$ cat src/sevu_pkg.sv
// Shared types, widths and codes for the sensor EMA validator.
// No dependencies.
package sevu_pkg;

   localparam int SAMPLE_WIDTH  = 16;
   localparam int HUM_WIDTH     = 14;
   localparam int TIME_WIDTH    = 32;
   localparam int STREAK_WIDTH  = 8;
   localparam int ALPHA_WIDTH   = 9;
   localparam int FRACTION_BITS = 8;
   localparam int ALPHA_SHIFT   = 8;      // alpha is in 1/256 units
   localparam int ALPHA_ONE     = 1 << ALPHA_SHIFT;

   localparam int CSR_INDEX_WIDTH = 2;
   localparam int CSR_DATA_WIDTH  = 16;

   typedef enum logic [CSR_INDEX_WIDTH-1:0] {
      CSR_ALPHA        = 2'd0,
      CSR_TEMP_LOW     = 2'd1,
      CSR_TEMP_HIGH    = 2'd2,
      CSR_STREAK_LIMIT = 2'd3
   } csr_index_type;

   localparam logic [ALPHA_WIDTH-1:0]  ALPHA_RESET        = 9'd51;
   localparam logic [SAMPLE_WIDTH-1:0] TEMP_LOW_RESET     = 16'hF060;  // -4000
   localparam logic [SAMPLE_WIDTH-1:0] TEMP_HIGH_RESET    = 16'd12000;
   localparam logic [STREAK_WIDTH-1:0] STREAK_LIMIT_RESET = 8'd3;
   localparam logic [STREAK_WIDTH-1:0] STREAK_MAX         = '1;

   // Packed word layouts, lowest field first.
   localparam int REQ_DATA_WIDTH = 64;
   localparam int RSP_DATA_WIDTH = 72;
   localparam int RSP_TEMP_LSB   = 0;
   localparam int RSP_HUM_LSB    = RSP_TEMP_LSB + SAMPLE_WIDTH;
   localparam int RSP_ERR_BIT    = RSP_HUM_LSB + HUM_WIDTH;
   localparam int RSP_SINCE_LSB  = RSP_ERR_BIT + 1;
   localparam int RSP_STREAK_LSB = RSP_SINCE_LSB + TIME_WIDTH;
   localparam int RSP_ACC_BIT    = RSP_STREAK_LSB + STREAK_WIDTH;

   typedef struct packed {
      logic [TIME_WIDTH-1:0]   now_ms;
      logic [HUM_WIDTH-1:0]    hum_sample;
      logic signed [SAMPLE_WIDTH-1:0] temp_sample;
      logic                    read_ok;
      logic                    device_present;
   } item_type;

   typedef struct packed {
      logic [STREAK_WIDTH-1:0]        streak_limit;
      logic signed [SAMPLE_WIDTH-1:0] temp_high;
      logic signed [SAMPLE_WIDTH-1:0] temp_low;
      logic [ALPHA_WIDTH-1:0]         alpha;
   } cfg_type;

   typedef struct packed {
      logic                           accepted;
      logic [STREAK_WIDTH-1:0]        bad_streak;
      logic [TIME_WIDTH-1:0]          error_since;
      logic                           sensor_error;
      logic [HUM_WIDTH-1:0]           hum_smoothed;
      logic signed [SAMPLE_WIDTH-1:0] temp_smoothed;
   } result_type;

endpackage

$ cat src/sevu_blend.sv
// One EMA blend step: avg + floor(alpha * (x - avg) / 256).
// Depends on sevu_pkg.
module sevu_blend #(
   parameter int AVG_WIDTH = 24
) (
   input  logic [sevu_pkg::ALPHA_WIDTH-1:0] alpha,     // already clamped to 0..256
   input  logic signed [AVG_WIDTH-1:0]      avg,
   input  logic signed [AVG_WIDTH-1:0]      sample,    // already scaled by 2^F
   output logic signed [AVG_WIDTH-1:0]      blended
);

   localparam int DIFF_WIDTH = AVG_WIDTH + 1;
   localparam int PROD_WIDTH = DIFF_WIDTH + sevu_pkg::ALPHA_WIDTH + 1;

   logic signed [DIFF_WIDTH-1:0]  diff;
   logic signed [sevu_pkg::ALPHA_WIDTH:0] alpha_s;
   logic signed [PROD_WIDTH-1:0]  prod;
   logic signed [PROD_WIDTH-1:0]  step;

   // 256*avg is divisible by 256, so flooring only the product is exact.
   assign diff    = DIFF_WIDTH'(sample) - DIFF_WIDTH'(avg);
   assign alpha_s = $signed({1'b0, alpha});
   assign prod    = PROD_WIDTH'(alpha_s) * PROD_WIDTH'(diff);
   assign step    = prod >>> sevu_pkg::ALPHA_SHIFT;
   assign blended = avg + step[AVG_WIDTH-1:0];

endmodule

$ cat src/sevu_update.sv
// Validator state (link, error latch, streak, averages) and its update for
// one read attempt. Depends on sevu_pkg and sevu_blend.
module sevu_update #(
   parameter int FRACTION_BITS = sevu_pkg::FRACTION_BITS
) (
   input  logic                 clock,
   input  logic                 reset,
   input  logic                 step_en,
   input  sevu_pkg::item_type   item,
   input  sevu_pkg::cfg_type    cfg,
   output sevu_pkg::result_type result
);

   localparam int TEMP_AVG_W = sevu_pkg::SAMPLE_WIDTH + FRACTION_BITS;
   localparam int HUM_AVG_W  = sevu_pkg::HUM_WIDTH + 1 + FRACTION_BITS;

   logic                                linked_ff, linked_in;
   logic                                first_ff, first_in;
   logic signed [TEMP_AVG_W-1:0]        temp_avg_ff, temp_avg_in;
   logic signed [HUM_AVG_W-1:0]         hum_avg_ff, hum_avg_in;
   logic [sevu_pkg::STREAK_WIDTH-1:0]   streak_ff, streak_in;
   logic                                err_ff, err_in;
   logic [sevu_pkg::TIME_WIDTH-1:0]     err_time_ff, err_time_in;

   logic [sevu_pkg::ALPHA_WIDTH-1:0]    alpha_eff;
   logic signed [TEMP_AVG_W-1:0]        temp_scaled, temp_blend;
   logic signed [HUM_AVG_W-1:0]         hum_scaled, hum_blend;
   logic                                in_window;
   logic                                acc;

   assign alpha_eff = (cfg.alpha > sevu_pkg::ALPHA_WIDTH'(sevu_pkg::ALPHA_ONE))
                      ? sevu_pkg::ALPHA_WIDTH'(sevu_pkg::ALPHA_ONE) : cfg.alpha;

   assign temp_scaled = {item.temp_sample, {FRACTION_BITS{1'b0}}};
   assign hum_scaled  = {1'b0, item.hum_sample, {FRACTION_BITS{1'b0}}};
   assign in_window   = (item.temp_sample > cfg.temp_low)
                        && (item.temp_sample < cfg.temp_high);

   sevu_blend #(.AVG_WIDTH(TEMP_AVG_W)) u_temp_blend (
      .alpha   (alpha_eff),
      .avg     (temp_avg_ff),
      .sample  (temp_scaled),
      .blended (temp_blend)
   );

   sevu_blend #(.AVG_WIDTH(HUM_AVG_W)) u_hum_blend (
      .alpha   (alpha_eff),
      .avg     (hum_avg_ff),
      .sample  (hum_scaled),
      .blended (hum_blend)
   );

   always_comb begin
      logic go;
      logic latch;
      go          = 1'b1;
      latch       = 1'b0;
      acc         = 1'b0;
      linked_in   = linked_ff;
      first_in    = first_ff;
      temp_avg_in = temp_avg_ff;
      hum_avg_in  = hum_avg_ff;
      streak_in   = streak_ff;
      err_in      = err_ff;
      err_time_in = err_time_ff;

      if (!linked_ff) begin
         if (item.device_present) begin
            linked_in = 1'b1;
            err_in    = 1'b0;
            streak_in = '0;
         end else begin
            latch = 1'b1;
            go    = 1'b0;
         end
      end

      if (go) begin
         if (!item.read_ok) begin
            latch = 1'b1;
         end else if (in_window) begin
            streak_in = '0;
            err_in    = 1'b0;
            acc       = 1'b1;
            first_in  = 1'b0;
            if (first_ff) begin
               temp_avg_in = temp_scaled;
               hum_avg_in  = hum_scaled;
            end else begin
               temp_avg_in = temp_blend;
               hum_avg_in  = hum_blend;
            end
         end else begin
            if (streak_in != sevu_pkg::STREAK_MAX) begin
               streak_in = streak_in + 1'b1;
            end
            if (streak_in >= cfg.streak_limit) begin
               latch = 1'b1;
            end
         end
      end

      // error time is only taken on a clear-to-set transition
      if (latch && !err_in) begin
         err_in      = 1'b1;
         err_time_in = item.now_ms;
      end
   end

   always_ff @(posedge clock) begin
      if (reset) begin
         linked_ff   <= 1'b0;
         first_ff    <= 1'b1;
         temp_avg_ff <= '0;
         hum_avg_ff  <= '0;
         streak_ff   <= '0;
         err_ff      <= 1'b0;
         err_time_ff <= '0;
      end else if (step_en) begin
         linked_ff   <= linked_in;
         first_ff    <= first_in;
         temp_avg_ff <= temp_avg_in;
         hum_avg_ff  <= hum_avg_in;
         streak_ff   <= streak_in;
         err_ff      <= err_in;
         err_time_ff <= err_time_in;
      end
   end

   // Result reflects the state after this item's update.
   assign result.temp_smoothed = temp_avg_in[FRACTION_BITS +: sevu_pkg::SAMPLE_WIDTH];
   assign result.hum_smoothed  = hum_avg_in[FRACTION_BITS +: sevu_pkg::HUM_WIDTH];
   assign result.sensor_error  = err_in;
   assign result.error_since   = err_time_in;
   assign result.bad_streak    = streak_in;
   assign result.accepted      = acc;

endmodule

$ cat src/sensor_ema_validator_unit.sv
// Top level of the sensor EMA validator: stream ports, config registers,
// input and result registers. Depends on sevu_pkg and sevu_update.

// One read attempt per word on req_, one result word per attempt on rsp_.
// The block takes a new word every cycle while rsp_ is not stalled: a word is
// registered on accept, the state update and result are computed from it
// combinationally, and the result is loaded into the output register when the
// held word advances, which raises rsp_tvalid. Throughput is one word per
// clock while rsp_tready keeps up; each average uses one multiply, 9x25 for
// temperature and 9x24 for humidity. While the output register holds an
// untaken result, req_tready stays high only until the input register fills.
// Averages carry FRACTION_BITS fraction bits. Config registers are written
// through csr_ by the user only while idle; the block does not enforce this.
module sensor_ema_validator_unit #(
   parameter int FRACTION_BITS = sevu_pkg::FRACTION_BITS
) (
   input  logic clock,
   input  logic reset,
   // device_present[0], read_ok[1], temp_sample[17:2], hum_sample[31:18],
   // now_ms[63:32]
   input  logic [sevu_pkg::REQ_DATA_WIDTH-1:0] req_tdata,
   input  logic                                req_tvalid,
   output logic                                req_tready,
   // temp_smoothed[15:0], hum_smoothed[29:16], sensor_error[30],
   // error_since[62:31], bad_streak[70:63], accepted[71]
   output logic [sevu_pkg::RSP_DATA_WIDTH-1:0] rsp_tdata,
   output logic                                rsp_tvalid,
   input  logic                                rsp_tready,
   input  logic                                csr_valid,
   output logic                                csr_ready,
   input  logic [sevu_pkg::CSR_INDEX_WIDTH-1:0] csr_index,
   input  logic [sevu_pkg::CSR_DATA_WIDTH-1:0]  csr_data
);

   sevu_pkg::cfg_type    cfg_ff;
   sevu_pkg::item_type   item_ff;
   logic                 item_vld_ff;
   sevu_pkg::result_type rsp_ff, result;
   logic                 rsp_vld_ff;
   logic                 advance;

   assign csr_ready = 1'b1;

   always_ff @(posedge clock) begin
      if (reset) begin
         cfg_ff.alpha        <= sevu_pkg::ALPHA_RESET;
         cfg_ff.temp_low     <= sevu_pkg::TEMP_LOW_RESET;
         cfg_ff.temp_high    <= sevu_pkg::TEMP_HIGH_RESET;
         cfg_ff.streak_limit <= sevu_pkg::STREAK_LIMIT_RESET;
      end else if (csr_valid && csr_ready) begin
         case (sevu_pkg::csr_index_type'(csr_index))
            sevu_pkg::CSR_ALPHA: begin
               cfg_ff.alpha <= csr_data[sevu_pkg::ALPHA_WIDTH-1:0];
            end
            sevu_pkg::CSR_TEMP_LOW: begin
               cfg_ff.temp_low <= csr_data[sevu_pkg::SAMPLE_WIDTH-1:0];
            end
            sevu_pkg::CSR_TEMP_HIGH: begin
               cfg_ff.temp_high <= csr_data[sevu_pkg::SAMPLE_WIDTH-1:0];
            end
            sevu_pkg::CSR_STREAK_LIMIT: begin
               cfg_ff.streak_limit <= csr_data[sevu_pkg::STREAK_WIDTH-1:0];
            end
            default: begin
            end
         endcase
      end
   end

   // The held word moves on whenever the result register is free or draining.
   assign advance    = item_vld_ff && (!rsp_vld_ff || rsp_tready);
   assign req_tready = !item_vld_ff || advance;

   always_ff @(posedge clock) begin
      if (reset) begin
         item_vld_ff <= 1'b0;
      end else if (req_tready) begin
         item_vld_ff <= req_tvalid;
      end
   end

   always_ff @(posedge clock) begin
      if (req_tvalid && req_tready) begin
         item_ff <= sevu_pkg::item_type'(req_tdata);
      end
   end

   sevu_update #(.FRACTION_BITS(FRACTION_BITS)) u_update (
      .clock   (clock),
      .reset   (reset),
      .step_en (advance),
      .item    (item_ff),
      .cfg     (cfg_ff),
      .result  (result)
   );

   always_ff @(posedge clock) begin
      if (reset) begin
         rsp_vld_ff <= 1'b0;
      end else if (advance) begin
         rsp_vld_ff <= 1'b1;
      end else if (rsp_tready) begin
         rsp_vld_ff <= 1'b0;
      end
   end

   always_ff @(posedge clock) begin
      if (advance) begin
         rsp_ff <= result;
      end
   end

   assign rsp_tvalid = rsp_vld_ff;
   assign rsp_tdata  = rsp_ff;

endmodule

$ cat config.mk
export PLATFORM = sky130hd
export DESIGN_NAME = sensor_ema_validator_unit
export DESIGN_NICKNAME = d
export VERILOG_FILES = /design/src/sevu_pkg.sv /design/src/sevu_blend.sv /design/src/sevu_update.sv /design/src/sensor_ema_validator_unit.sv
export SDC_FILE = /design/constraint.sdc
export NUM_CORES = 2
export LEC_CHECK = 0
export BUFFER_PORTS_ARGS = -buffer_cell sky130_fd_sc_hd__buf_2
export CORE_ASPECT_RATIO = 0.5
export CORE_MARGIN = 2
export CORE_UTILIZATION = 58
export DETAILED_ROUTE_END_ITERATION = 10
export MAX_ROUTING_LAYER = met4
export PLACE_DENSITY = 0.79
export RECOVER_POWER = 50
export SYNTH_ARGS = -nofsm -noshare
export SYNTH_HDL_FRONTEND = slang
export SYNTH_SLANG_ARGS = --single-unit
$ cat constraint.sdc
create_clock -name clock -period 9.7 [get_ports clock]
set_clock_uncertainty 0.15 [all_clocks]
set_input_delay 1.94 -clock clock [delete_from_list [all_inputs] [get_ports clock]]
set_output_delay 1.94 -clock clock [all_outputs]
set_load 0.005 [all_outputs]
# Yosys cells after proc, flatten, opt, wreduce, memory -nomap -nowiden
# Index checks and enable logic that the tools add are counted.
[classes]
n_addsub = 5
multipliers = 2
order_cmp = 4
eq_ne = 4
n_mux = 36
n_reduce_logical = 17
[op_table]
columns = ["cell", "count"]
rows = [
  ["$mux W24", 4],
  ["$mux W8", 9],
  ["$mux W22", 3],
  ["$mul A10 B25 Y32", 1],
  ["$mux W32", 1],
  ["$mul A10 B24 Y31", 1],
  ["$sub A24 B24 Y25", 1],
  ["$add A24 B24 Y24", 1],
  ["$sub A23 B23 Y24", 1],
  ["$add A23 B23 Y23", 1],
  ["$mux W23", 1],
  ["$mux W1", 17],
  ["$gt A16 B16 Y1", 1],
  ["$lt A16 B16 Y1", 1],
  ["$reduce_and A2 Y1", 5],
  ["$gt A9 B9 Y1 const B", 1],
  ["$mux W9", 1],
  ["$add A8 B1 Y8 const B", 1],
  ["$ge A8 B8 Y1", 1],
  ["$ne A8 B8 Y1 const B", 1],
  ["$eq A2 B2 Y1 const B", 2],
  ["$logic_and A1 B1 Y1", 4],
  ["$reduce_and A4 Y1", 1],
  ["$logic_not A1 Y1", 3],
  ["other kinds (4)", 5],
]
[totals]
regBits = 277
out_inout_bits = 75
elab_cells = 94

# Longest topological paths before layout
[depth]
depth_word = 14
mapped_depth = 40

# Cells and area by module
# A second synthesis with hierarchy kept.
[hier_totals]
cells_unflattened = 3328
hier_area_um2 = 31375.1
[modules_own_cells]
columns = ["mod", "n_inst", "cells_per_inst", "area_each_um2", "seq_area_each_um2"]
rows = [
  ["sevu_blend at u_update.u_temp_blend", 1, 1197, 9843.2, 0.0],
  ["sevu_blend at u_update.u_hum_blend", 1, 1062, 8974.9, 0.0],
  ["sevu_update", 1, 726, 6354.8, 1801.7],
  ["sensor_ema_validator_unit", 1, 343, 6202.2, 5104.9],
]

# Worst setup path before layout
# No wires, ideal clock.
[synth_timing]
path_kind = "reg-to-reg"
from = "reg item_ff[2] (netlist name)"
to = "reg rsp_ff, in the netlist rsp_tdata[15] (data pin)"
arrival_ns = 8.937
t_required_ns = 9.281
setup_slack_ns = 0.344
stages_incl_launch_ff = 38
n_path_buf = 0
path_cell_list = "edfxtp_1 -> ha_1 -> nor3b_1 -> a31oi_1 -> o21bai_1 -> a21oi_1 -> o21bai_1 -> a21oi_1 -> xnor2_1 -> nand2_1 -> fa_1 -> inv_1 -> fa_1 -> fa_1 -> fa_1 -> inv_1 -> fa_1 -> inv_1 -> [2 not listed] -> nor2_1 -> nor4_1 -> a211oi_1 -> or3_1 -> a31oi_1 -> o21bai_1 -> a21o_1 -> xor2_1 -> ha_1 -> or2_2 -> a31oi_1 -> o21ai_0 -> a2111oi_0 -> o31ai_1 -> xnor2_1 -> xnor3_1 -> o21ai_0 -> o21ai_0"
[synth_lines]
columns = ["item", "line_no", "text"]
rows = [
  ["start: declaration", "sensor_ema_validator_unit.sv:36", "sevu_pkg::item_type item_ff;"],
  ["start signal: assignment", "sensor_ema_validator_unit.sv:84", "item_ff <= sevu_pkg::item_type'(req_tdata);"],
  ["end signal: assignment", "sensor_ema_validator_unit.sv:109", "rsp_ff <= result;"],
  ["end: declaration", "sensor_ema_validator_unit.sv:38", "sevu_pkg::result_type rsp_ff, result;"],
]

# Worst setup path after layout
[layout_timing]
from = "reg u_update.hum_avg_ff[1]"
to = "reg u_update.hum_avg_ff[22]"
[layout_between]
elab_chain_len = 4
[layout_lines]
columns = ["item", "line_no", "text"]
rows = [
  ["start: declaration", "sevu_update.sv:20", "logic signed [HUM_AVG_W-1:0] hum_avg_ff, hum_avg_in;"],
  ["start signal: assignment", "sevu_update.sv:123", "hum_avg_ff <= hum_avg_in;"],
  ["$sub A23 B23 Y24", "sevu_blend.sv:21", "assign diff = DIFF_WIDTH'(sample) - DIFF_WIDTH'(avg);"],
  ["$mul A10 B24 Y31", "sevu_blend.sv:23", "assign prod = PROD_WIDTH'(alpha_s) * PROD_WIDTH'(diff);"],
  ["$add A23 B23 Y23 *", "sevu_blend.sv:25", "assign blended = avg + step[AVG_WIDTH-1:0];"],
  ["$mux W23 *", "sevu_update.sv:86", "if (first_ff) begin"],
]
# Every way passes the cells marked *; elsewhere a longest branch is shown, timed or not.
# A chain may end at the register's enable or synchronous reset.

==> impl_results.md <==
- Status: complete, but fails checks
- Failing checks: capacitance limit, slew limit
- Final Setup Violations: 0
- Final Util: between 60% and 70%
- Initial Utilization: about three fifths
- Num rows: 57
- Full die area: 51930 um^2
- Per-cell routed wire length: 18.12 um
- Root Buffer: clkbuf_16
- Hpwl dp: 56050 um
- Hold depth: 2
- Final Max Tran Viols: 77
- Pleak: 15.26 nW
- #FFs+latches synth: 277
- Yosys top cell by area: fa_1
- Area Growth Syn to Fin: 11.44%
- Diode count: 0
- Ys async rst share: 0%
- Initial antenna violation count: 0
- Final Worst Setup Slack: 234.4 ps
- CTS clk-pin slew, worst paths: roughly 60 ps
- Critical path endpoint: u_update.hum_avg_ff[22]
- FF-to-FF Start: u_update.hum_avg_ff[1]
- Hold crit path type: flip-flop to flip-flop
- Die Width: 320.3 um
- Top cells by count, synth: 472 x inv_1, 405 x nand2_1, 339 x fa_1
- Die height: between 150 and 200 um
- Worst vdd ir: 0.0003410 V
- CP arrival: ~10000 ps
- Final instance area: between 30000 and 40000 um^2
- Pwr/cell area: 319.9 nW/um^2
- Max-cap violations: 3
- Cell Area, Placed: 30920 um^2
- Req. time, crit path: ~10000 ps
- Total track usage: between 20% and 30%
- Gr ovfl total: 0
- First-pass DRT Iterations: 6
- Via count: 23560
- Max Fanout on Critical Path: 5
- Max stage delay cell, worst path: fa_1
- First-pass GRT wire length: 118700 um
- Layout cells sized above 1: 11.43%
- Reg2reg setup slack: 230 ps
- Reg-to-Reg End: u_update.hum_avg_ff[22]
- Count leader, synth: inv_1
- Synthesized area per cell: 8.967 um^2
- Number of flops mapped to enable cells by yosys: 136
- Routability cong.: about 0.98
- Post-Syn Nets: 3909
- Synth top area share: 23.40%
- Worst-Skew Late Latency: 600 ps
- IO Count: 162
- Synth top area cells: fa_1 23%, edfxtp_1 14%, ha_1 11%
- Synthesized area: 29010 um^2
- TritonCTS Buffers: 27
- Largest stage delay, worst path: 570 ps
- Max_slew headroom: -76.98%
- Largest net degree at the start of global routing: 83
- Sum Neg Setup Slack: 0 ps
- Worst slew pin tran: 2655 ps
- Port Buffers: 160
- Tmin final: approximately 9500 ps
- Ys flop type: dfxtp_1
- Drt drc: 0
- Vias in the first global route: roughly 23000
- CTS tree: done
- CTS sink cnt: 277
- Overall Power: approximately 0.010 W
- Fin crit share: 97.58%
- Hold Vio Cnt, Final: 0
- Final WL: between 70000 and 80000 um
- Nets: roughly 4100
- Setup crit end kind: flip-flop
- CP dominant cell by count: fa_1
- DR vias/cell: ~5.8
- CTS H-tree depth: 1
- Fmax: 0.1056 GHz
- Reg2reg path depth: 36
- Yosys cell types: 75
- ANT nets after route: 0
- Ys Warns: 0
- Crit path from: u_update.hum_avg_ff[1]
- Kind of critical path: flip-flop to flip-flop
- Max Buffers Root-to-Sink: 3
- Drt initial violations: 1908
- Pre-CTS WS: -289.8 ps
- CORE AREA: 48920 um^2
- Worst setup SP type: flip-flop
- Seq/Total Area, Yosys: a little under a quarter
- Gate count of the mapped netlist: 3235
## worst min path at each step
stage / slack, ps / start / end
detailed placement: 300 / cfg_ff[33] / cfg_ff[33]
global placement: 290 / cfg_ff[26] / cfg_ff[26]
floorplan: 290 / cfg_ff[10] / cfg_ff[10]
finish: 310 / cfg_ff[45] / cfg_ff[45]
CTS: 310 / cfg_ff[10] / cfg_ff[10]
global route: 320 / cfg_ff[10] / cfg_ff[10]
## layer usage
layer  routed length [um]  global-route usage [%]  part of all wire (%)
met1                31980                   40.02                    43
met2                33900                   45.89                    46
met3                 6515                   5.461                   8.8
met4                 1624                   6.551                   2.2
met5                    0                       -                     0
## registers in the layout (all words and copies together) (netlist names)
register	cells
cfg_ff	49
item_ff	64
item_vld_ff	1
rsp_tdata	72
rsp_tvalid	1
u_update.err_ff	1
u_update.err_time_ff	32
u_update.first_ff	1
u_update.hum_avg_ff	23
u_update.linked_ff	1
u_update.streak_ff	8
u_update.temp_avg_ff	24
## logic make-up (layout without fill, tap and decap cells)
logic type      after synthesis  count (layout)  synth area share (%)
xor+xnor                    161             161                 4.909
mux                          50              50                 1.889
buf+inv                     600             802                 7.829
other cells                   1               1               0.01293
fa+ha+maj                   587             587                 34.09
compound gates              550             550                 11.72
flops                       277             277                 23.81
simple gates               1009            1009                 15.74
## timing repair
item / 4_1_cts / 5_1_grt
resized for setup: 9 / 61
setup endpoints to repair: 2 / 24
pin swaps: 0 / 39
hold buffers: 0 / 0
setup buffers: 0 / 22
hold endpoints to repair: 0 / 0
## through the flow
step	hold slack, ps	cells
detailed placement	297.5	4014
CTS	308.4	4064
finish	308.0	4086
global route	317.8	4086
global placement	292.6	4014
floorplan	286.3	3235
## power breakdown
group | internal (W) | switching [W] | total, W
Combinational | 0.00345 | 0.00445 | 0.00790
Sequential | 0.00129 | 0.0000346 | 0.00133
Clock | 0.000621 | 0.000496 | 0.00112
## cell type report
type,count,area (um^2)
tap,649,812.0
fill,3909,16600
multi-input combinational,2358,20250
timing repair buffer,279,1647
clock buffer,32,724.4
inverter,473,1777
sequential,277,6910
clock inverter,18,206.4
## placed cells by master (no fill, tap or decap), types with 12 or more instances in the layout
cell type	count
nand4_1	23
o21bai_1	20
clkbuf_16	27
fa_1	339
nor2b_1	27
nor3_1	27
a21o_1	42
a211oi_1	38
and2_1	94
xnor2_1	95
clkbuf_1	50
a21oi_1	198
o211ai_1	15
nand2_1	405
nor2_1	272
inv_1	472
buf_4	118
o21ai_0	107
nand3_1	60
dfxtp_1	138
o21a_1	29
edfxtp_1	136
ha_1	241
and3_1	13
buf_2	112
xor2_1	58
mux2_2	35
or3_1	12
mux2i_1	14
nand2b_1	25
## critical path, delay by kind of cell, from the launching register on
family | cells | cell delay (ps)
compound gates | 14 | 2910
xor+xnor | 2 | 450
fa+ha+maj | 8 | 3450
buf+inv | 5 | 530
flops | 1 | 360
simple gates | 7 | 1530
(Power assumes the default switching activity.)
